**src/hw/rtl/dwsp_pkg.sv**
```systemverilog
package dwsp_pkg;

  // field widths
  localparam int SAMPLE_W   = 16;
  localparam int GAIN_W     = 16;
  localparam int LIMIT_W    = 7;
  localparam int DRIVE_W    = 16;
  localparam int DRIVE_FRAC = 8;
  localparam int LIMIT_MAX  = 100;

  localparam int WINDOW_DEF = 5;

  // datapath widths derived from the field widths
  localparam int ERR_W = SAMPLE_W + 1;
  localparam int DP_W  = ERR_W + 1;
  localparam int DD_W  = ERR_W + 2;
  localparam int PP_W  = GAIN_W + 1 + DP_W;
  localparam int PI_W  = GAIN_W + 1 + ERR_W;
  localparam int PD_W  = GAIN_W + 1 + DD_W;
  localparam int TOT_W = PD_W + 2;
  localparam int INC_W = TOT_W - DRIVE_FRAC;
  localparam int ACC_W = INC_W + 1;

  localparam logic signed [DRIVE_W-1:0] DRIVE_MAX = DRIVE_W'(LIMIT_MAX << DRIVE_FRAC);

  // pipeline depth from accept to result register
  localparam int NSTAGE = 7;

  // configuration port
  localparam int ADDR_W = 4;
  localparam int DATA_W = 32;

  typedef enum logic [1:0] {
    REG_GAIN_P,
    REG_GAIN_I,
    REG_GAIN_D,
    REG_SAT_PCT
  } reg_idx_t;

  localparam logic [GAIN_W-1:0]  GAIN_P_RST  = GAIN_W'(676);
  localparam logic [GAIN_W-1:0]  GAIN_I_RST  = GAIN_W'(184);
  localparam logic [GAIN_W-1:0]  GAIN_D_RST  = GAIN_W'(0);
  localparam logic [LIMIT_W-1:0] SAT_PCT_RST = LIMIT_W'(100);

  // per-stage load strobes shared by both lanes
  typedef struct packed {
    logic [NSTAGE-1:0] load;
  } lane_ctl_t;

endpackage

```
**src/hw/rtl/dwsp_lane.sv**
```systemverilog
module dwsp_lane #(
  parameter int WINDOW = dwsp_pkg::WINDOW_DEF
) (
  input  logic                                 clk,
  input  logic                                 rst,
  input  dwsp_pkg::lane_ctl_t                  ctl,
  input  logic signed [dwsp_pkg::SAMPLE_W-1:0] sample,
  input  logic signed [dwsp_pkg::SAMPLE_W-1:0] target,
  input  logic                                 clear,
  input  logic        [dwsp_pkg::GAIN_W-1:0]   gain_p,
  input  logic        [dwsp_pkg::GAIN_W-1:0]   gain_i,
  input  logic        [dwsp_pkg::GAIN_W-1:0]   gain_d,
  input  logic signed [dwsp_pkg::DRIVE_W-1:0]  limit,
  output logic signed [dwsp_pkg::DRIVE_W-1:0]  drive,
  output logic signed [dwsp_pkg::SAMPLE_W-1:0] avg
);
  import dwsp_pkg::*;

  localparam int SUM_W = SAMPLE_W + $clog2(WINDOW);
  // floor(2^SUM_W / WINDOW): quotient estimate is low by at most one
  localparam logic [SUM_W-1:0] RECIP = SUM_W'((64'd1 << SUM_W) / WINDOW);
  localparam logic [SUM_W-1:0] WIN_C = SUM_W'(WINDOW);

  localparam int ST_SUM   = 0;
  localparam int ST_QEST  = 1;
  localparam int ST_AVG   = 2;
  localparam int ST_ERR   = 3;
  localparam int ST_MUL   = 4;
  localparam int ST_INC   = 5;
  localparam int ST_DRIVE = 6;

  // window and loop state
  logic signed [SAMPLE_W-1:0] taps [WINDOW];
  logic signed [SUM_W-1:0]    sum;
  logic signed [ERR_W-1:0]    e1;
  logic signed [ERR_W-1:0]    e2;

  // stage payload
  logic signed [SAMPLE_W-1:0] target0, target1, target2;
  logic                       clear0, clear1, clear2, clear3, clear4, clear5;
  logic        [SUM_W-1:0]    q1, mag1;
  logic                       neg1;
  logic signed [SAMPLE_W-1:0] avg2, avg3, avg4, avg5, avg6;
  logic signed [ERR_W-1:0]    e0_3;
  logic signed [DP_W-1:0]     dp3;
  logic signed [DD_W-1:0]     dd3;
  logic signed [PP_W-1:0]     pp4;
  logic signed [PI_W-1:0]     pi4;
  logic signed [PD_W-1:0]     pd4;
  logic signed [INC_W-1:0]    inc5;

  // combinational per stage
  logic        [SUM_W-1:0]    mag_c;
  logic        [2*SUM_W-1:0]  prod_c;
  logic        [SUM_W-1:0]    qw_c, rem_c, q_c, avg_c;
  logic signed [ERR_W-1:0]    e0_c;
  logic signed [DP_W-1:0]     dp_c;
  logic signed [DD_W-1:0]     dd_c;
  logic signed [PP_W-1:0]     pp_c;
  logic signed [PI_W-1:0]     pi_c;
  logic signed [PD_W-1:0]     pd_c;
  logic signed [TOT_W-1:0]    tot_c;
  logic signed [DRIVE_W-1:0]  base_c;
  logic signed [ACC_W-1:0]    acc_c, lim_c;
  logic signed [DRIVE_W-1:0]  drive_c;

  always_comb begin
    // magnitude and reciprocal multiply
    mag_c  = sum[SUM_W-1] ? (~sum + 1'b1) : sum;
    prod_c = {{SUM_W{1'b0}}, mag_c} * {{SUM_W{1'b0}}, RECIP};
    // one correction step on the quotient, then restore the sign
    qw_c  = q1 * WIN_C;
    rem_c = mag1 - qw_c;
    q_c   = q1 + SUM_W'(rem_c >= WIN_C);
    avg_c = neg1 ? (~q_c + 1'b1) : q_c;
    // error terms
    e0_c = ERR_W'(target2) - ERR_W'(avg2);
    dp_c = DP_W'(e0_c) - DP_W'(e1);
    dd_c = DD_W'(e0_c) - (DD_W'(e1) <<< 1) + DD_W'(e2);
    // gain products
    pp_c = $signed({1'b0, gain_p}) * dp3;
    pi_c = $signed({1'b0, gain_i}) * e0_3;
    pd_c = $signed({1'b0, gain_d}) * dd3;
    tot_c = TOT_W'(pp4) + TOT_W'(pi4) + TOT_W'(pd4);
    // accumulate and saturate
    base_c = clear5 ? '0 : drive;
    acc_c  = ACC_W'(base_c) + ACC_W'(inc5);
    lim_c  = ACC_W'(limit);
    if (acc_c > lim_c) begin
      drive_c = limit;
    end else if (acc_c < -lim_c) begin
      drive_c = -limit;
    end else begin
      drive_c = acc_c[DRIVE_W-1:0];
    end
  end

  always_ff @(posedge clk) begin
    if (rst) begin
      for (int i = 0; i < WINDOW; i++) begin
        taps[i] <= '0;
      end
      sum   <= '0;
      e1    <= '0;
      e2    <= '0;
      drive <= '0;
    end else begin
      if (ctl.load[ST_SUM]) begin
        taps[0] <= sample;
        for (int i = 1; i < WINDOW; i++) begin
          taps[i] <= taps[i-1];
        end
        sum <= sum + SUM_W'(sample) - SUM_W'(taps[WINDOW-1]);
      end
      if (ctl.load[ST_ERR]) begin
        e2 <= e1;
        e1 <= e0_c;
      end
      if (ctl.load[ST_DRIVE]) begin
        drive <= drive_c;
      end
    end
  end

  always_ff @(posedge clk) begin
    if (ctl.load[ST_SUM]) begin
      target0 <= target;
      clear0  <= clear;
    end
    if (ctl.load[ST_QEST]) begin
      q1      <= prod_c[2*SUM_W-1:SUM_W];
      mag1    <= mag_c;
      neg1    <= sum[SUM_W-1];
      target1 <= target0;
      clear1  <= clear0;
    end
    if (ctl.load[ST_AVG]) begin
      avg2    <= avg_c[SAMPLE_W-1:0];
      target2 <= target1;
      clear2  <= clear1;
    end
    if (ctl.load[ST_ERR]) begin
      e0_3   <= e0_c;
      dp3    <= dp_c;
      dd3    <= dd_c;
      avg3   <= avg2;
      clear3 <= clear2;
    end
    if (ctl.load[ST_MUL]) begin
      pp4    <= pp_c;
      pi4    <= pi_c;
      pd4    <= pd_c;
      avg4   <= avg3;
      clear4 <= clear3;
    end
    if (ctl.load[ST_INC]) begin
      inc5   <= tot_c[TOT_W-1:DRIVE_FRAC];
      avg5   <= avg4;
      clear5 <= clear4;
    end
    if (ctl.load[ST_DRIVE]) begin
      avg6 <= avg5;
    end
  end

  assign avg = avg6;

endmodule
```
**config.mk**
```make
export PLATFORM = sky130hd
export DESIGN_NAME = dwsp_lane
export DESIGN_NICKNAME = d
export VERILOG_FILES = /design/src/hw/rtl/dwsp_pkg.sv /design/src/hw/rtl/dwsp_lane.sv
export SDC_FILE = /design/constraint.sdc
export NUM_CORES = 2
export LEC_CHECK = 0
export BUFFER_PORTS_ARGS = -buffer_cell sky130_fd_sc_hd__clkbuf_2
export CAP_MARGIN = 25
export CORE_UTILIZATION = 30
export CTS_BUF_LIST = sky130_fd_sc_hd__clkbuf_4
export CTS_CLUSTER_SIZE = 28
export DETAILED_ROUTE_END_ITERATION = 8
export PLACE_DENSITY = 0.51
export SLEW_MARGIN = 10
export SYNTH_ARGS = -nofsm -noshare
export SYNTH_HDL_FRONTEND = slang
export SYNTH_SLANG_ARGS = --single-unit
```
**constraint.sdc**
```tcl
create_clock -name clk -period 18.2 [get_ports clk]
set_input_delay 2.73 -clock clk [delete_from_list [all_inputs] [get_ports clk]]
set_output_delay 2.73 -clock clk [all_outputs]
set_load 0.02 [all_outputs]
```
==> key figures <==
Synthesis
  • Seq cells post-synth: 508
  • Yosys cell types: 80
  • Xor/xnor cell area share of the yosys netlist: 0.03614
  • Synthesized area per cell: 10.15 µm²
  • Synth async-reset ratio: 0
  • Post-synth top area share: 0.3114
  • Syn_nets: 8117
  • Post-synthesis cell area: roughly 64000 µm²
  • Ys Warns: 0
  • Mux cell area share after synthesis: 0.007247
  • Largest area contributor in the netlist: fa_1
  • Largest family of logic cells by synthesized area: adder cells
  • Post-Synth Simple-Gate Area: 0.1302
  • Adder-Cell Fraction of Synth Area: 0.4440
  • Synth top area cells: fa_1 31%, edfxtp_1 21%, ha_1 13%, inv_1 7.6%, and2_1 4.4%
  • Post-synth top flop: edfxtp_1
  • Mapped Cells: ~6300
  • Number of synthesized flops with an enable pin: 439
  • Post-synthesis compound-gate area fraction: 0.06976
  • Register area share after synthesis: 0.2267

Clock network
  • Clk root buf: clkbuf_4
  • Clock Latency Late Sink: ~1.1 ns
  • CTS tree: yes
  • Post-CTS Hold Buffers: 0
  • CTS Buf Count: roughly 140
  • Post-CTS setup buffers: 0
  • PostCTS Resize Cnt: 0
  • Worst-path clk slew: around 0.080 ns
  • Clk sinks: ~500
  • CTS max path bufs: 3
  • H-tree depth: 4

STA
  • Final min period: ~8.6 ns
  • Fin crit share: 0.4701
  • WHS: about 0.4 ns
  • RSZ-0062 raised after global routing: false
  • Fin. Hold Viols: 0
  • Max Clock Skew: around 0.13 ns
  • Fin. max-slew vios: 0
  • Max-slew headroom at the worst pin: 0.3300
  • Worst Tran Pin Value: 1.005 ns
  • Max Clk Rate: 116.9 MHz
  • # setup viols final: 0
  • Setup WS post-layout: 9.644 ns
  • Final setup TNS: 0 ns

Floorplanning
  • Ports: about 140
  • Die ar.: around 220000 µm²
  • Row cnt: about 170
  • Core Box Area: 212500 µm²
  • Die Span Y: 464.7 µm
  • Initial core utilization: 0.3022
  • Die X: ~460 µm

Global route
  • Pin count of the biggest net entering global routing: 63
  • Initial antenna violation count: 17
  • Vias in the first global route: between 40000 and 50000
  • GRT overflow: 0
  • First-pass GRT wire length: 262700 µm
  • Total GRT Usage: 0.1565

Cells and area
  • Nets: approximately 8300
  • Area growth syn-to-layout: 8.856%
  • Share of layout cells above drive strength 1: 0.06769
  • Register Area: around 15000 µm²
  • Design area: about 70000 µm²
  • Multi-input logic area: between 40000 and 50000 µm²
  • Fill count: 21750

Outcome
  • Failing checks: DRC
  • Status: finished with violations

Routing
  • Vias: between 40000 and 50000
  • Iteration-0 DRC Markers: 2196
  • Detail Route Antenna Nets: 0
  • WL per Instance: 17.54 µm
  • Total Wirelength: roughly 170000 µm
  • Via-to-Cell Ratio: about 4.6
  • Drt first pass iters: 8
  • Residual DRC: 39

Setup path
  • Worst R2R Setup Slack: around 10 ns
  • Critical path arrival: ~9.3 ns
  • Startpoint types: input pin
  • Crit path max fanout: 19
  • Crit path kind: input pin to flop
  • CP Capture Type: flop
  • CP required: ~19 ns

Placement
  • Pre-CTS setup slack: between 8 and 9 ns
  • Post-DP Area: around 68000 µm²
  • GPL Wtd Cong: ~0.87
  • PortBufs: roughly 140
  • Post-DP HPWL: ~130000 µm

Flow run
  • Max Cap Viol: 0

Hold path
  • Hold Crit Class: flop to flop
[synth_stat cells, drive strengths merged, types with 16 or more instances]
| library cell | count |
|---|---|
| xor2 | 68 |
| nor2 | 227 |
| clkbuf | 148 |
| inv | 1305 |
| o21ai | 116 |
| nor3 | 60 |
| nand2 | 623 |
| mux2i | 42 |
| and2 | 455 |
| nand2b | 67 |
| dfxtp | 69 |
| a21o | 107 |
| nand3 | 68 |
| nand4 | 26 |
| edfxtp | 439 |
| o21a | 41 |
| or2 | 19 |
| ha | 681 |
| xnor2 | 197 |
| fa | 999 |
| or3 | 17 |
| a31oi | 18 |
| nor2b | 55 |
| o41ai | 16 |
| a211oi | 27 |
| a21oi | 174 |
| and3 | 28 |
[per-stage QoR]
stage                     cells  utilization
final                      9424       0.3290
after global routing       9421       0.3290
after CTS                  9410       0.3288
after detailed placement   9171       0.3209
after global placement     9169       0.3208
after floorplan            6331            -
[final timing paths]
path             end  cells after the start       from
max          pd4[35]                     24  gain_d[7]
min          avg4[5]                      0    avg3[5]
max reg2reg   q1[15]                     29     sum[0]
min reg2reg  avg4[5]                      0    avg3[5]
[cells by family (layout without fill, tap and decap cells)]
family,count (synthesis),count (layout)
compound gates,671,671
xor+xnor,265,265
fa+ha+maj,1680,1680
buf+inv,1469,1727
flops,508,508
mux,46,46
other cells,0,14
simple gates,1692,1692
[critical path: stages]
cell      delay, ns
clkbuf_2       0.37
nand2_1        0.15
fa_1           0.56
inv_1          0.06
fa_1           0.53
inv_1          0.05
fa_1           0.50
inv_1          0.05
fa_1           0.48
inv_1          0.06
fa_1           0.53
inv_1          0.05
fa_1           0.47
ha_1           0.38
a21oi_1        0.19
o21ai_0        0.16
a21oi_1        0.18
and3_1         0.20
o21ai_0        0.18
and3_1         0.26
o31ai_1        0.44
o31ai_1        0.17
o41ai_1        0.37
xnor2_1        0.14
[layout make-up]
cell class,count,area share
Inverter,1306,0.07013
Multi-Input combinational cell,4354,0.6316
Timing Repair Buffer,182,0.01475
Clock buffer,193,0.02072
Sequential cell,508,0.2083
Tap cell,2821,0.05048
Antenna cell,14,0.0005011
Clock inverter,46,0.003543
[metal layers]
| metal | vias to the layer above | share of wire | GRT usage | wire length (µm) |
|---|---|---|---|---|
| met5 | - | 0 | 0 | 0 |
| met3 | 152 | 0.033 | 0.01894 | 5535 |
| met2 | 763 | 0.52 | 0.2848 | 85450 |
| li1 | 20560 | - | - | - |
| met4 | 0 | 0.016 | 0.03482 | 2618 |
| met1 | 22080 | 0.43 | 0.1960 | 71660 |
[layout by cell type (no fill, tap or decap), types with 46 or more instances in the layout]
cell and instances:
a21o_1 107, a21oi_1 174, and2_1 455, buf_4 46
clkbuf_2 135, clkbuf_4 193, dfxtp_1 69, edfxtp_1 439
fa_1 999, ha_1 681, inv_1 1304, nand2_1 623
nand2b_1 67, nand3_1 68, nor2_1 227, nor2b_1 54
nor3_1 60, o21ai_0 116, xnor2_1 197, xor2_1 68
[registers in the layout, indices dropped and copies added, names as in the netlist, 17 cells and up]
| register | flops |
|---|---|
| taps | 80 |
| pd4 | 36 |
| pp4 | 35 |
| pi4 | 34 |
| inc5 | 29 |
| dd3 | 19 |
| mag1 | 19 |
| sum | 19 |
| dp3 | 18 |
| e0_3 | 17 |
| e1 | 17 |
| e2 | 17 |
| q1 | 17 |
Power is not shown: default switching activity piles up to over one toggle a cycle in this logic, so the estimate is an artifact.
