## src/hw/rtl/dwsp_pkg.sv

```systemverilog
package dwsp_pkg;

  // field widths
  localparam int SAMPLE_W   = 16;
  localparam int GAIN_W     = 16;
  localparam int LIMIT_W    = 7;
  localparam int DRIVE_W    = 16;
  localparam int DRIVE_FRAC = 8;
  localparam int LIMIT_MAX  = 100;

  localparam int WINDOW_DEF = 5;

  // datapath widths derived from the field widths
  localparam int ERR_W = SAMPLE_W + 1;
  localparam int DP_W  = ERR_W + 1;
  localparam int DD_W  = ERR_W + 2;
  localparam int PP_W  = GAIN_W + 1 + DP_W;
  localparam int PI_W  = GAIN_W + 1 + ERR_W;
  localparam int PD_W  = GAIN_W + 1 + DD_W;
  localparam int TOT_W = PD_W + 2;
  localparam int INC_W = TOT_W - DRIVE_FRAC;
  localparam int ACC_W = INC_W + 1;

  localparam logic signed [DRIVE_W-1:0] DRIVE_MAX = DRIVE_W'(LIMIT_MAX << DRIVE_FRAC);

  // pipeline depth from accept to result register
  localparam int NSTAGE = 7;

  // configuration port
  localparam int ADDR_W = 4;
  localparam int DATA_W = 32;

  typedef enum logic [1:0] {
    REG_GAIN_P,
    REG_GAIN_I,
    REG_GAIN_D,
    REG_SAT_PCT
  } reg_idx_t;

  localparam logic [GAIN_W-1:0]  GAIN_P_RST  = GAIN_W'(676);
  localparam logic [GAIN_W-1:0]  GAIN_I_RST  = GAIN_W'(184);
  localparam logic [GAIN_W-1:0]  GAIN_D_RST  = GAIN_W'(0);
  localparam logic [LIMIT_W-1:0] SAT_PCT_RST = LIMIT_W'(100);

  // per-stage load strobes shared by both lanes
  typedef struct packed {
    logic [NSTAGE-1:0] load;
  } lane_ctl_t;

endpackage

```

## src/hw/rtl/dwsp_ctrl.sv

```systemverilog
module dwsp_ctrl (
  input  logic                clk,
  input  logic                rst,
  input  logic                in_valid,
  output logic                in_ready,
  output logic                out_valid,
  input  logic                out_ready,
  output dwsp_pkg::lane_ctl_t ctl
);
  import dwsp_pkg::*;

  logic [NSTAGE-1:0] vld;
  logic [NSTAGE-1:0] en;

  // a stage may load when it is empty or its content moves on
  always_comb begin
    en[NSTAGE-1] = !vld[NSTAGE-1] || out_ready;
    for (int k = NSTAGE - 2; k >= 0; k--) begin
      en[k] = !vld[k] || en[k+1];
    end
    ctl.load[0] = en[0] && in_valid;
    for (int k = 1; k < NSTAGE; k++) begin
      ctl.load[k] = en[k] && vld[k-1];
    end
  end

  always_ff @(posedge clk) begin
    if (rst) begin
      vld <= '0;
    end else begin
      vld <= (vld & ~en) | ctl.load;
    end
  end

  assign in_ready  = en[0];
  assign out_valid = vld[NSTAGE-1];

endmodule

```

## config.mk

```make
export PLATFORM = sky130hd
export DESIGN_NAME = dwsp_ctrl
export DESIGN_NICKNAME = d
export VERILOG_FILES = /design/src/hw/rtl/dwsp_pkg.sv /design/src/hw/rtl/dwsp_ctrl.sv
export SDC_FILE = /design/constraint.sdc
export NUM_CORES = 1
export LEC_CHECK = 0
export BUFFER_PORTS_ARGS = -buffer_cell sky130_fd_sc_hd__buf_2
export CORE_AREA = 2 2 39 41
export CTS_CLUSTER_DIAMETER = 80
export DETAILED_ROUTE_END_ITERATION = 10
export DIE_AREA = 0 0 41 43
export SLEW_MARGIN = 20
export SYNTH_ARGS = -nofsm -noshare
export SYNTH_HDL_FRONTEND = slang
export SYNTH_SLANG_ARGS = --single-unit
export TNS_END_PERCENT = 100
```

## constraint.sdc

```tcl
create_clock -name clk -period 2.1 [get_ports clk]
set_input_delay 0.42 -clock clk [delete_from_list [all_inputs] [get_ports clk]]
set_output_delay 0.42 -clock clk [all_outputs]
set_load 0.03 [all_outputs]
```

==> qor.txt, run 1 <==
status - complete, no violations
Layout Nets - 55
DR iter-0 viols - 6
Die Height - 43 um
clk_lat worst skew - 0.25 ns
Initial Util - 0.2387
area leader, netlist - dfxtp_1
fin area - 425.4 um^2
H-tree depth - 1
RSZ-0062 raised after global routing - false
Die Span X - 41 um
Simple-Gate Fraction of Synth Area - 0.3485
# hold bufs at CTS - 0
Num CTS Buffers - 3
Final Cycle Share - 0.9188
I/O pins - 13
instance count of the mapped netlist - 35
CP startpoint kind - register
share of post-route cells with drive strength above 1 - 0.4400
Root Driver - clkbuf_4
ANT cells - 0
Worst setup EP type - primary output
Clock Path Buffers - 2
Final Max Tran Viols - 0
synth top area cells - dfxtp_1 42%, nor2_1 9.1%, nand4_4 6.4%, a21oi_1 4.5%, a21boi_0 4.5%
Setup Viol. Count Final - 0
via/cell ratio - 4.288
YS warnings - 0
vias - 283
vias in the first global route - 203
largest family of logic cells by synthesized area - simple AND/OR/NAND/NOR gates
Total GRT Usage - 0.06841
full die area - 1763 um^2
Max Fclk - 0.5183 GHz
CP peak stage delay - 0.41 ns
global-route wire length before repair - 745 um
most frequent cells in the layout - 12 x buf_2, 8 x nor2_1, 7 x dfxtp_1
initial antenna violation count - 0
Hold Vio Cnt, Final - 0
CTS Sinks - 7
Period minus WS final - 1.929 ns
distinct cell type count after synthesis - 17
GPL Wtd Cong - 0.6850
Storage cell area - 140.1 um^2
postcts setup bufs - 0
placed cell areas - 399.1 um^2
Total Power - 0.2892 mW
mux contribution to synthesized area - 0
Slew Limit Headroom - 0.7905
Syn-to-layout area delta - 28.79%
Worst Path Arrival - 1.51 ns
largest net degree at the start of global routing - 9
max-cap violations - 0
top cell type's share of synthesized area - 0.4242
TritonCTS clock tree - built
HP Class - in2reg
final worst hold slack - 0.4041 ns
Leakage - 0.2134 nW
drt drc - 0
Slowest-stage cell, CP - and4b_1
post-synthesis sequential area ratio - 0.4242
Mapped Area - 330.3 um^2
Compound-Gate Fraction of Synth Area - 0.1705
Multi-input gate area - 171.4 um^2
hpwl dp - 426 um
Synth Net Count - 39
gr ovfl total - 0
Yosys reg bits - 7
post-synthesis xor/xnor area fraction - 0
final setup skew - 0.003192 ns
post-place setup slack - 0.2349 ns
pwr dens - 679.9 nW/um^2
clock-pin transition on the worst setup and hold timing paths - 0.06 ns
maximum fanout along the worst path - 8
Post-Synth Adder-Cell Area - 0
Pre-antenna DRT Iters - 2
average wire per standard cell - 8.803 um
post-CTS resize count - 0
Cell Chain, Critical Path - and4b_1 -> nand4_4 -> and2_4 -> buf_2
average size of a mapped cell - 9.438 um^2
Peak VDD IR - 0.0002899 V
commonest non-fill, non-tap cell in the layout - buf_2
final worst slack - 0.1705 ns
total wire length - 581 um
PortBufs - 12
Setup TNS - 0 ns
CP Data Required Time - 1.68 ns
crit path kind - reg2out
post-route ant nets - 0
Site Rows - 14
core region area - 1384 um^2
Filler cells - 160
slew at the pin closest to its max-slew limit - 0.3141 ns
==> metal layers <==
| layer | GRT usage | wire length, um |
|---|---|---|
| met4 | 0.08000 | 0 |
| met3 | 0.03141 | 44 |
| met2 | 0.08438 | 268 |
| met5 | 0 | 0 |
| met1 | 0.07443 | 267 |
==> through the flow <==
step | utilization | instances
3_5_place_dp | 0.2884 | 62
6_report | 0.3074 | 66
4_1_cts | 0.3074 | 66
5_1_grt | 0.3074 | 66
3_3_place_gp | 0.2884 | 62
2_1_floorplan | - | 35
==> worst max-delay path, delay by kind of cell, from the launching register on <==
kind	cells	cell delay (ns)
flip-flops	1	0.36
AND/OR/NAND/NOR	3	0.73
buffers and inverters	1	0.17
==> report_power, final <==
group / internal (mW) / switching (mW)
Combinational: 0.0100 / 0.0152
Sequential: 0.136 / 0.00362
Clock: 0.0726 / 0.0518
Total: 0.219 / 0.0706
==> cell usage after synthesis (all sizes together) <==
cell type	n
nor2b	2
a21boi	3
and3b	1
dfxtp	7
a31oi	1
a21oi	4
nand4	1
and4b	1
and2b	1
nor2	8
and2	3
inv	2
buf	1
==> kinds of logic (layout without fill, tap and decap cells) <==
| kind of cell | after synthesis | after routing |
|---|---|---|
| flip-flops | 7 | 7 |
| buffers and inverters | 3 | 18 |
| AND/OR/NAND/NOR | 17 | 17 |
| AO/OA/AOI/OAI | 8 | 8 |
==> area by class of cell <==
class                   count  area share
clock buffers               4     0.06176
repair buffers             12      0.1412
well taps                  16     0.04706
multi-input cells          25      0.4029
inverters                   2     0.01765
flip-flops and latches      7      0.3294
==> final timing paths <==
path / from / endpoint / slack (ns) / cells past startpoint
hold reg to reg: register / register / 0.49 / 2
setup / recovery: register / ctl[0] / 0.17 / 4
setup reg to reg: register / register / 0.98 / 3
hold / removal: rst / register / 0.40 / 2
Power figures use the tool's default switching activity.
==> run 2: changes to the inputs <==
--- a/config.mk
+++ b/config.mk
@@ -10,6 +10,7 @@
 export CTS_CLUSTER_DIAMETER = 80
 export DETAILED_ROUTE_END_ITERATION = 10
 export DIE_AREA = 0 0 41 43
+export SETUP_SLACK_MARGIN = 0.5
 export SLEW_MARGIN = 20
 export SYNTH_ARGS = -nofsm -noshare
 export SYNTH_HDL_FRONTEND = slang
==> run 2 against run 1 <==
- register-to-register slack got worse by 0.04 ns
- sequential share of layout area down 5.6 points
- cell area increased by 23%
- critical path type unchanged
- combinational power increased by 29%
- count of clock-buffer cells in the layout decreased by 1
==> qor.txt, run 2 (synthesized netlist as in run 1, its figures left out) <==
status - complete, no violations
DR iter-0 viols - 2 (-4)
Site Rows - 14 (unchanged)
gr ovfl total - 0 (unchanged)
pwr dens - 567.9 nW/um^2 (-16%)
Max Fclk - 0.5806 GHz (+12%)
# hold bufs at CTS - 0 (unchanged)
Period minus WS final - 1.722 ns (-0.2071 ns)
Post-Layout Cell Count - 70 (+6.1%)
Setup Viol. Count Final - 0 (unchanged)
Die Height - 43 um (unchanged)
Cell Chain, Critical Path - and4b_2 -> and2_4 -> a21boi_4 -> buf_6
final setup skew - 0.006383 ns (+0.003191 ns)
slew at the pin closest to its max-slew limit - 0.2848 ns (-0.02926 ns)
Final Cycle Share - 0.8202 (-0.09861)
Die Span X - 41 um (unchanged)
Total GRT Usage - 0.08678 (+0.01837)
crit path kind - reg2out
PortBufs - 12 (unchanged)
Setup TNS - 0 ns (unchanged)
CP delay by family, top - simple AND/OR/NAND/NOR gates
full die area - 1763 um^2 (unchanged)
met2 usage - 0.1125 (+0.02812)
post-route ant nets - 0 (unchanged)
fin area - 521.8 um^2 (+23%)
Slew Limit Headroom - 0.8099 (+0.01940)
clk_lat worst skew - 0.26 ns (about the same)
H-tree depth - 1 (unchanged)
TritonCTS clock tree - built
vias in the first global route - 272 (+34%)
CP Data Required Time - 1.68 ns (about the same)
max-cap violations - 0 (unchanged)
Clk pwr share - 0.419 (-0.011)
via/cell ratio - 4.271 (-0.38%)
maximum fanout along the worst path - 5 (-3)
placed cell areas - 422.9 um^2 (+6.0%)
initial antenna violation count - 0 (unchanged)
Pre-antenna DRT Iters - 2 (unchanged)
Initial Util - 0.2387 (unchanged)
Total Power - 0.2963 mW (+2.4%)
drt drc - 0 (unchanged)
met3 Track Usage GR - 0.03141 (unchanged)
commonest non-fill, non-tap cell in the layout - nor2_1
CTS Sinks - 7 (unchanged)
GPL Wtd Cong - 0.6607 (-3.5%)
most frequent cells in the layout - 8 x nor2_1, 6 x buf_6, 5 x dfxtp_1, 5 x buf_2, 5 x buf_4
total wire length - 615 um (+5.9%)
Combinational Power Share - 0.109 (+0.022)
placed cells - 63 (+1.6%)
vias - 299 (+5.7%)
Layout Nets - 59 (+7.3%)
met1 Usage GRT - 0.1144 (+0.03995)
final worst hold slack - 0.4027 ns (-0.001414 ns)
Worst Path Arrival - 1.30 ns (-0.21 ns)
R2R Setup Slk - 0.94 ns (-0.04 ns)
Buffers & Inverters on Critical Path - 1 (unchanged)
Root Driver - clkbuf_4
core region area - 1384 um^2 (unchanged)
sequential power share - 0.472 (-0.011)
Syn-to-layout area delta - 57.95%
Hold Vio Cnt, Final - 0 (unchanged)
share of post-route cells with drive strength above 1 - 0.6111 (+0.1711)
CP peak stage delay - 0.33 ns (-0.08 ns)
CP startpoint kind - register
global-route wire length before repair - 1021 um (+37%)
ANT cells - 0 (unchanged)
Slowest-stage cell, CP - dfxtp_1
I/O pins - 13 (unchanged)
average wire per standard cell - 8.786 um (-0.20%)
Final Max Tran Viols - 0 (unchanged)
Peak VDD IR - 0.0003634 V (+25%)
net switching power - 0.07446 mW (+5.5%)
clock-pin transition on the worst setup and hold timing paths - 0.06 ns (about the same)
Leakage - 0.2525 nW (+18%)
Top Usage Layer GRT - met1
Clock Path Buffers - 2 (unchanged)
RSZ-0062 raised after global routing - true
Int Power - 0.2218 mW (+1.5%)
HP Class - in2reg
largest net degree at the start of global routing - 8 (-1)
Worst setup EP type - primary output
Switching Share - 0.2513 (+0.007194)
Num CTS Buffers - 3 (unchanged)
-- run 2: changes by cell type in the layout (fill, tap and decap cells not counted), sizes merged --
cell / previous run / this run
buf: 12 / 16
clkbuf: 4 / 3
clkinv: 0 / 1
-- run 2: final timing paths --
check,from,depth (start not counted),end
worst max-delay path,register,4,ctl[1]
worst min-delay path,rst,2,register
worst max register to register,register,5,register
worst min register to register,register,2,register
-- run 2: layout make-up --
| class | count | area [um^2] |
|---|---|---|
| Tap cell | 16 | 20.02 |
| Clock buffer | 3 | 22.52 |
| Timing Repair Buffer | 16 | 130.1 |
| Multi-Input combinational cell | 25 | 193.9 |
| Inverter | 2 | 7.507 |
| Sequential cell | 7 | 142.6 |
| Fill cell | 145 | 862.1 |
| Clock inverter | 1 | 5.005 |
-- run 2: routing by layer --
| metal | part of all wire | routed length [um] |
|---|---|---|
| met1 | 0.46 | 284 |
| met4 | 0.031 | 19 |
| met2 | 0.47 | 287 |
| met3 | 0.037 | 23 |
| met5 | 0 | 0 |
-- run 2: what timing repair did --
action,4_1_cts,5_1_grt
hold endpoints to repair,0,0
pin swaps,3,0
setup endpoints to repair,6,7
resized for setup,17,2
buffers inserted,3,0
-- run 2: power by group through the flow --
stage,Clock (mW),Combinational [mW],Sequential (mW)
after global placement,0,0.0271,0.143
after global routing,0.138,0.0347,0.140
after CTS,0.128,0.0328,0.140
final,0.124,0.0324,0.140
after floorplan,0,0.0181,0.142
after detailed placement,0,0.0274,0.143
-- run 2: stage by stage --
stage,util,setup slack (ns)
2_1_floorplan,-,0.4534
3_3_place_gp,0.3056,0.2926
3_5_place_dp,0.3056,0.2920
4_1_cts,0.3752,0.3643
5_1_grt,0.3770,0.3130
6_report,0.3770,0.3776
==> run 3: changes to the inputs <==
==> constraint.sdc (replaced) <==
create_clock -name clk -period 1.45 [get_ports clk]
set_input_delay 0.29 -clock clk [delete_from_list [all_inputs] [get_ports clk]]
set_output_delay 0.29 -clock clk [all_outputs]
set_load 0.03 [all_outputs]
==> run 3 against run 2 <==
- worst hold slack lost 0.12 ns
- core utilization is 8.1 points higher
- total power rose by 46%
- critical path type unchanged
- critical endpoint unchanged
- setup slack worse by 0.52 ns
- largest power group unchanged
- the flow now finishes with violations (setup timing)
==> qor.txt, run 3 (synthesized netlist as in run 1, its figures left out) <==
Peak VDD IR - 0.0002982 V (-18%)
H-tree depth - 1 (unchanged)
Max Fclk - 0.6274 GHz
vias - 339 (+13%)
Layout Nets - 66 (+12%)
I/O pins - 13 (unchanged)
Setup TNS - -0.6751 ns (-0.6751 ns)
HP Start - rst
final worst hold slack - 0.2795 ns (-0.1232 ns)
Total Power - 0.4314 mW (+46%)
average wire per standard cell - 9.636 um (+9.7%)
Clock Path Buffers - 2 (unchanged)
Worst setup EP type - primary output
Total GRT Usage - 0.1065 (+0.01975)
clock-pin transition on the worst setup and hold timing paths - 0.05 ns (about the same)
maximum fanout along the worst path - 6 (+1)
CTS Sinks - 7 (unchanged)
failing checks - setup timing
max-cap violations - 0 (unchanged)
HP Class - in2reg
ANT cells - 0 (unchanged)
post-route ant nets - 0 (unchanged)
total wire length - 742 um (+21%)
GPL Wtd Cong - 0.6403 (-3.1%)
status - finished, violations left
Storage cell area - 147.6 um^2 (+3.5%)
CP startpoint kind - register
final worst slack - -0.1440 ns (-0.5216 ns)
Die Span X - 41 um (unchanged)
fin area - 634.4 um^2 (+22%)
Cell Chain, Critical Path - and4b_1 -> buf_6 -> and2_4 -> a21boi_4 -> buf_6
vias in the first global route - 288 (+5.9%)
RSZ-0062 raised after global routing - true
hpwl dp - 504 um
crit path kind - reg2out
CP peak stage delay - 0.31 ns (-0.02 ns)
Num CTS Buffers - 3 (unchanged)
Final Max Tran Viols - 0 (unchanged)
pwr dens - 680.1 nW/um^2 (+20%)
Setup Viol. Count Final - 6 (+6)
core region area - 1384 um^2 (unchanged)
R2R Setup Slk - 0.23 ns (-0.71 ns)
Site Rows - 14 (unchanged)
Period minus WS final - 1.594 ns
Pre-antenna DRT Iters - 3 (+1)
Worst Path Arrival - 1.30 ns (about the same)
CP delay by family, top - simple AND/OR/NAND/NOR gates
final setup skew - 0.001322 ns (-0.005061 ns)
Root Driver - clkbuf_4
DR iter-0 viols - 2 (unchanged)
full die area - 1763 um^2 (unchanged)
placed cell areas - 475.5 um^2 (+12%)
gr ovfl total - 0 (unchanged)
drt drc - 0 (unchanged)
Slowest-stage cell, CP - dfxtp_2
PortBufs - 12 (unchanged)
Initial Util - 0.2387 (unchanged)
Final Cycle Share - 1.099
initial antenna violation count - 0 (unchanged)
via/cell ratio - 4.403 (+3.1%)
share of post-route cells with drive strength above 1 - 0.7213 (+0.1102)
post-place setup slack - -0.02893 ns (-0.3209 ns)
R2R depth - 6 (+1)
largest net degree at the start of global routing - 8 (unchanged)
Post-Layout Cell Count - 77 (+10%)
Die Height - 43 um (unchanged)
fin util - 0.4584 (+0.08138)
Buffers & Inverters on Critical Path - 2 (+1)
most used cell, CP - buf_6
CP Data Required Time - 1.16 ns (-0.52 ns)
placed cells - 68 (+7.9%)
Leakage - 0.3008 nW (+19%)
Filler cells - 136 (-6.2%)
most frequent cells in the layout - 15 x buf_6, 7 x nor2_1, 5 x buf_4
Multi-input gate area - 211.5 um^2 (+9.0%)
slew at the pin closest to its max-slew limit - 0.2833 ns (-0.001493 ns)
Syn-to-layout area delta - 92.05%
TritonCTS clock tree - built
global-route wire length before repair - 1166 um (+14%)
commonest non-fill, non-tap cell in the layout - buf_6
clk_lat worst skew - 0.25 ns (about the same)
Hold Vio Cnt, Final - 0 (unchanged)
Slew Limit Headroom - 0.8109 (+0.0009970)
cell count of the worst hold path - 2 (unchanged)
-- run 3: cell types whose count changed in the layout (fill, tap and decap cells not counted), sizes merged --
cell    change
buf         +7
clkbuf      +1
clkinv      -1
-- run 3: per-layer routing --
metal | vias to the layer above | wire length [um] | GRT usage
met4 | 0 | 24 | 0.1200
met5 | - | 0 | 0
li1 | 170 | - | -
met3 | 2 | 23 | 0.04712
met1 | 159 | 327 | 0.1129
met2 | 8 | 366 | 0.1375
-- run 3: worst register-to-register path, cell delays in order (launching register included) --
cell	delay, ns
dfxtp_2	0.31
and4b_1	0.20
buf_6	0.13
buf_4	0.13
buf_4	0.12
a31oi_1	0.17
nor2_1	0.05
-- run 3: timing repair --
| action | 4_1_cts | 5_1_grt |
|---|---|---|
| buffers inserted | 3 | 2 |
| pin swaps | 4 | 0 |
| hold buffers | 0 | 0 |
| setup endpoints to repair | 13 | 14 |
| gates resized for setup | 29 | 4 |
-- run 3: cell type report --
cell class                 instances  share of cell area
clock buffer                       4             0.04142
inverter                           2             0.01183
multi-input combinational         25              0.3333
sequential                         7              0.2327
tap                               16             0.03156
timing repair buffer              23              0.3491
-- run 3: how the worst max path moves through the flow --
stage,start,to,slack [ns],cells after the start
2_1_floorplan,register,ctl[0],0.04,4
3_3_place_gp,out_ready,ctl[0],-0.02,6
3_5_place_dp,out_ready,ctl[0],-0.03,6
4_1_cts,register,ctl[1],-0.16,5
5_1_grt,register,ctl[0],-0.20,5
6_report,register,ctl[1],-0.14,5
-- run 3: power breakdown --
part / switching [mW] / total [mW] / leakage [nW] / internal [mW]
clock: 0.0744 / 0.180 / 0.0150 / 0.105
combinational: 0.0247 / 0.0503 / 0.227 / 0.0256
sequential: 0.00619 / 0.201 / 0.0593 / 0.195
total: 0.105 / 0.431 / 0.301 / 0.326
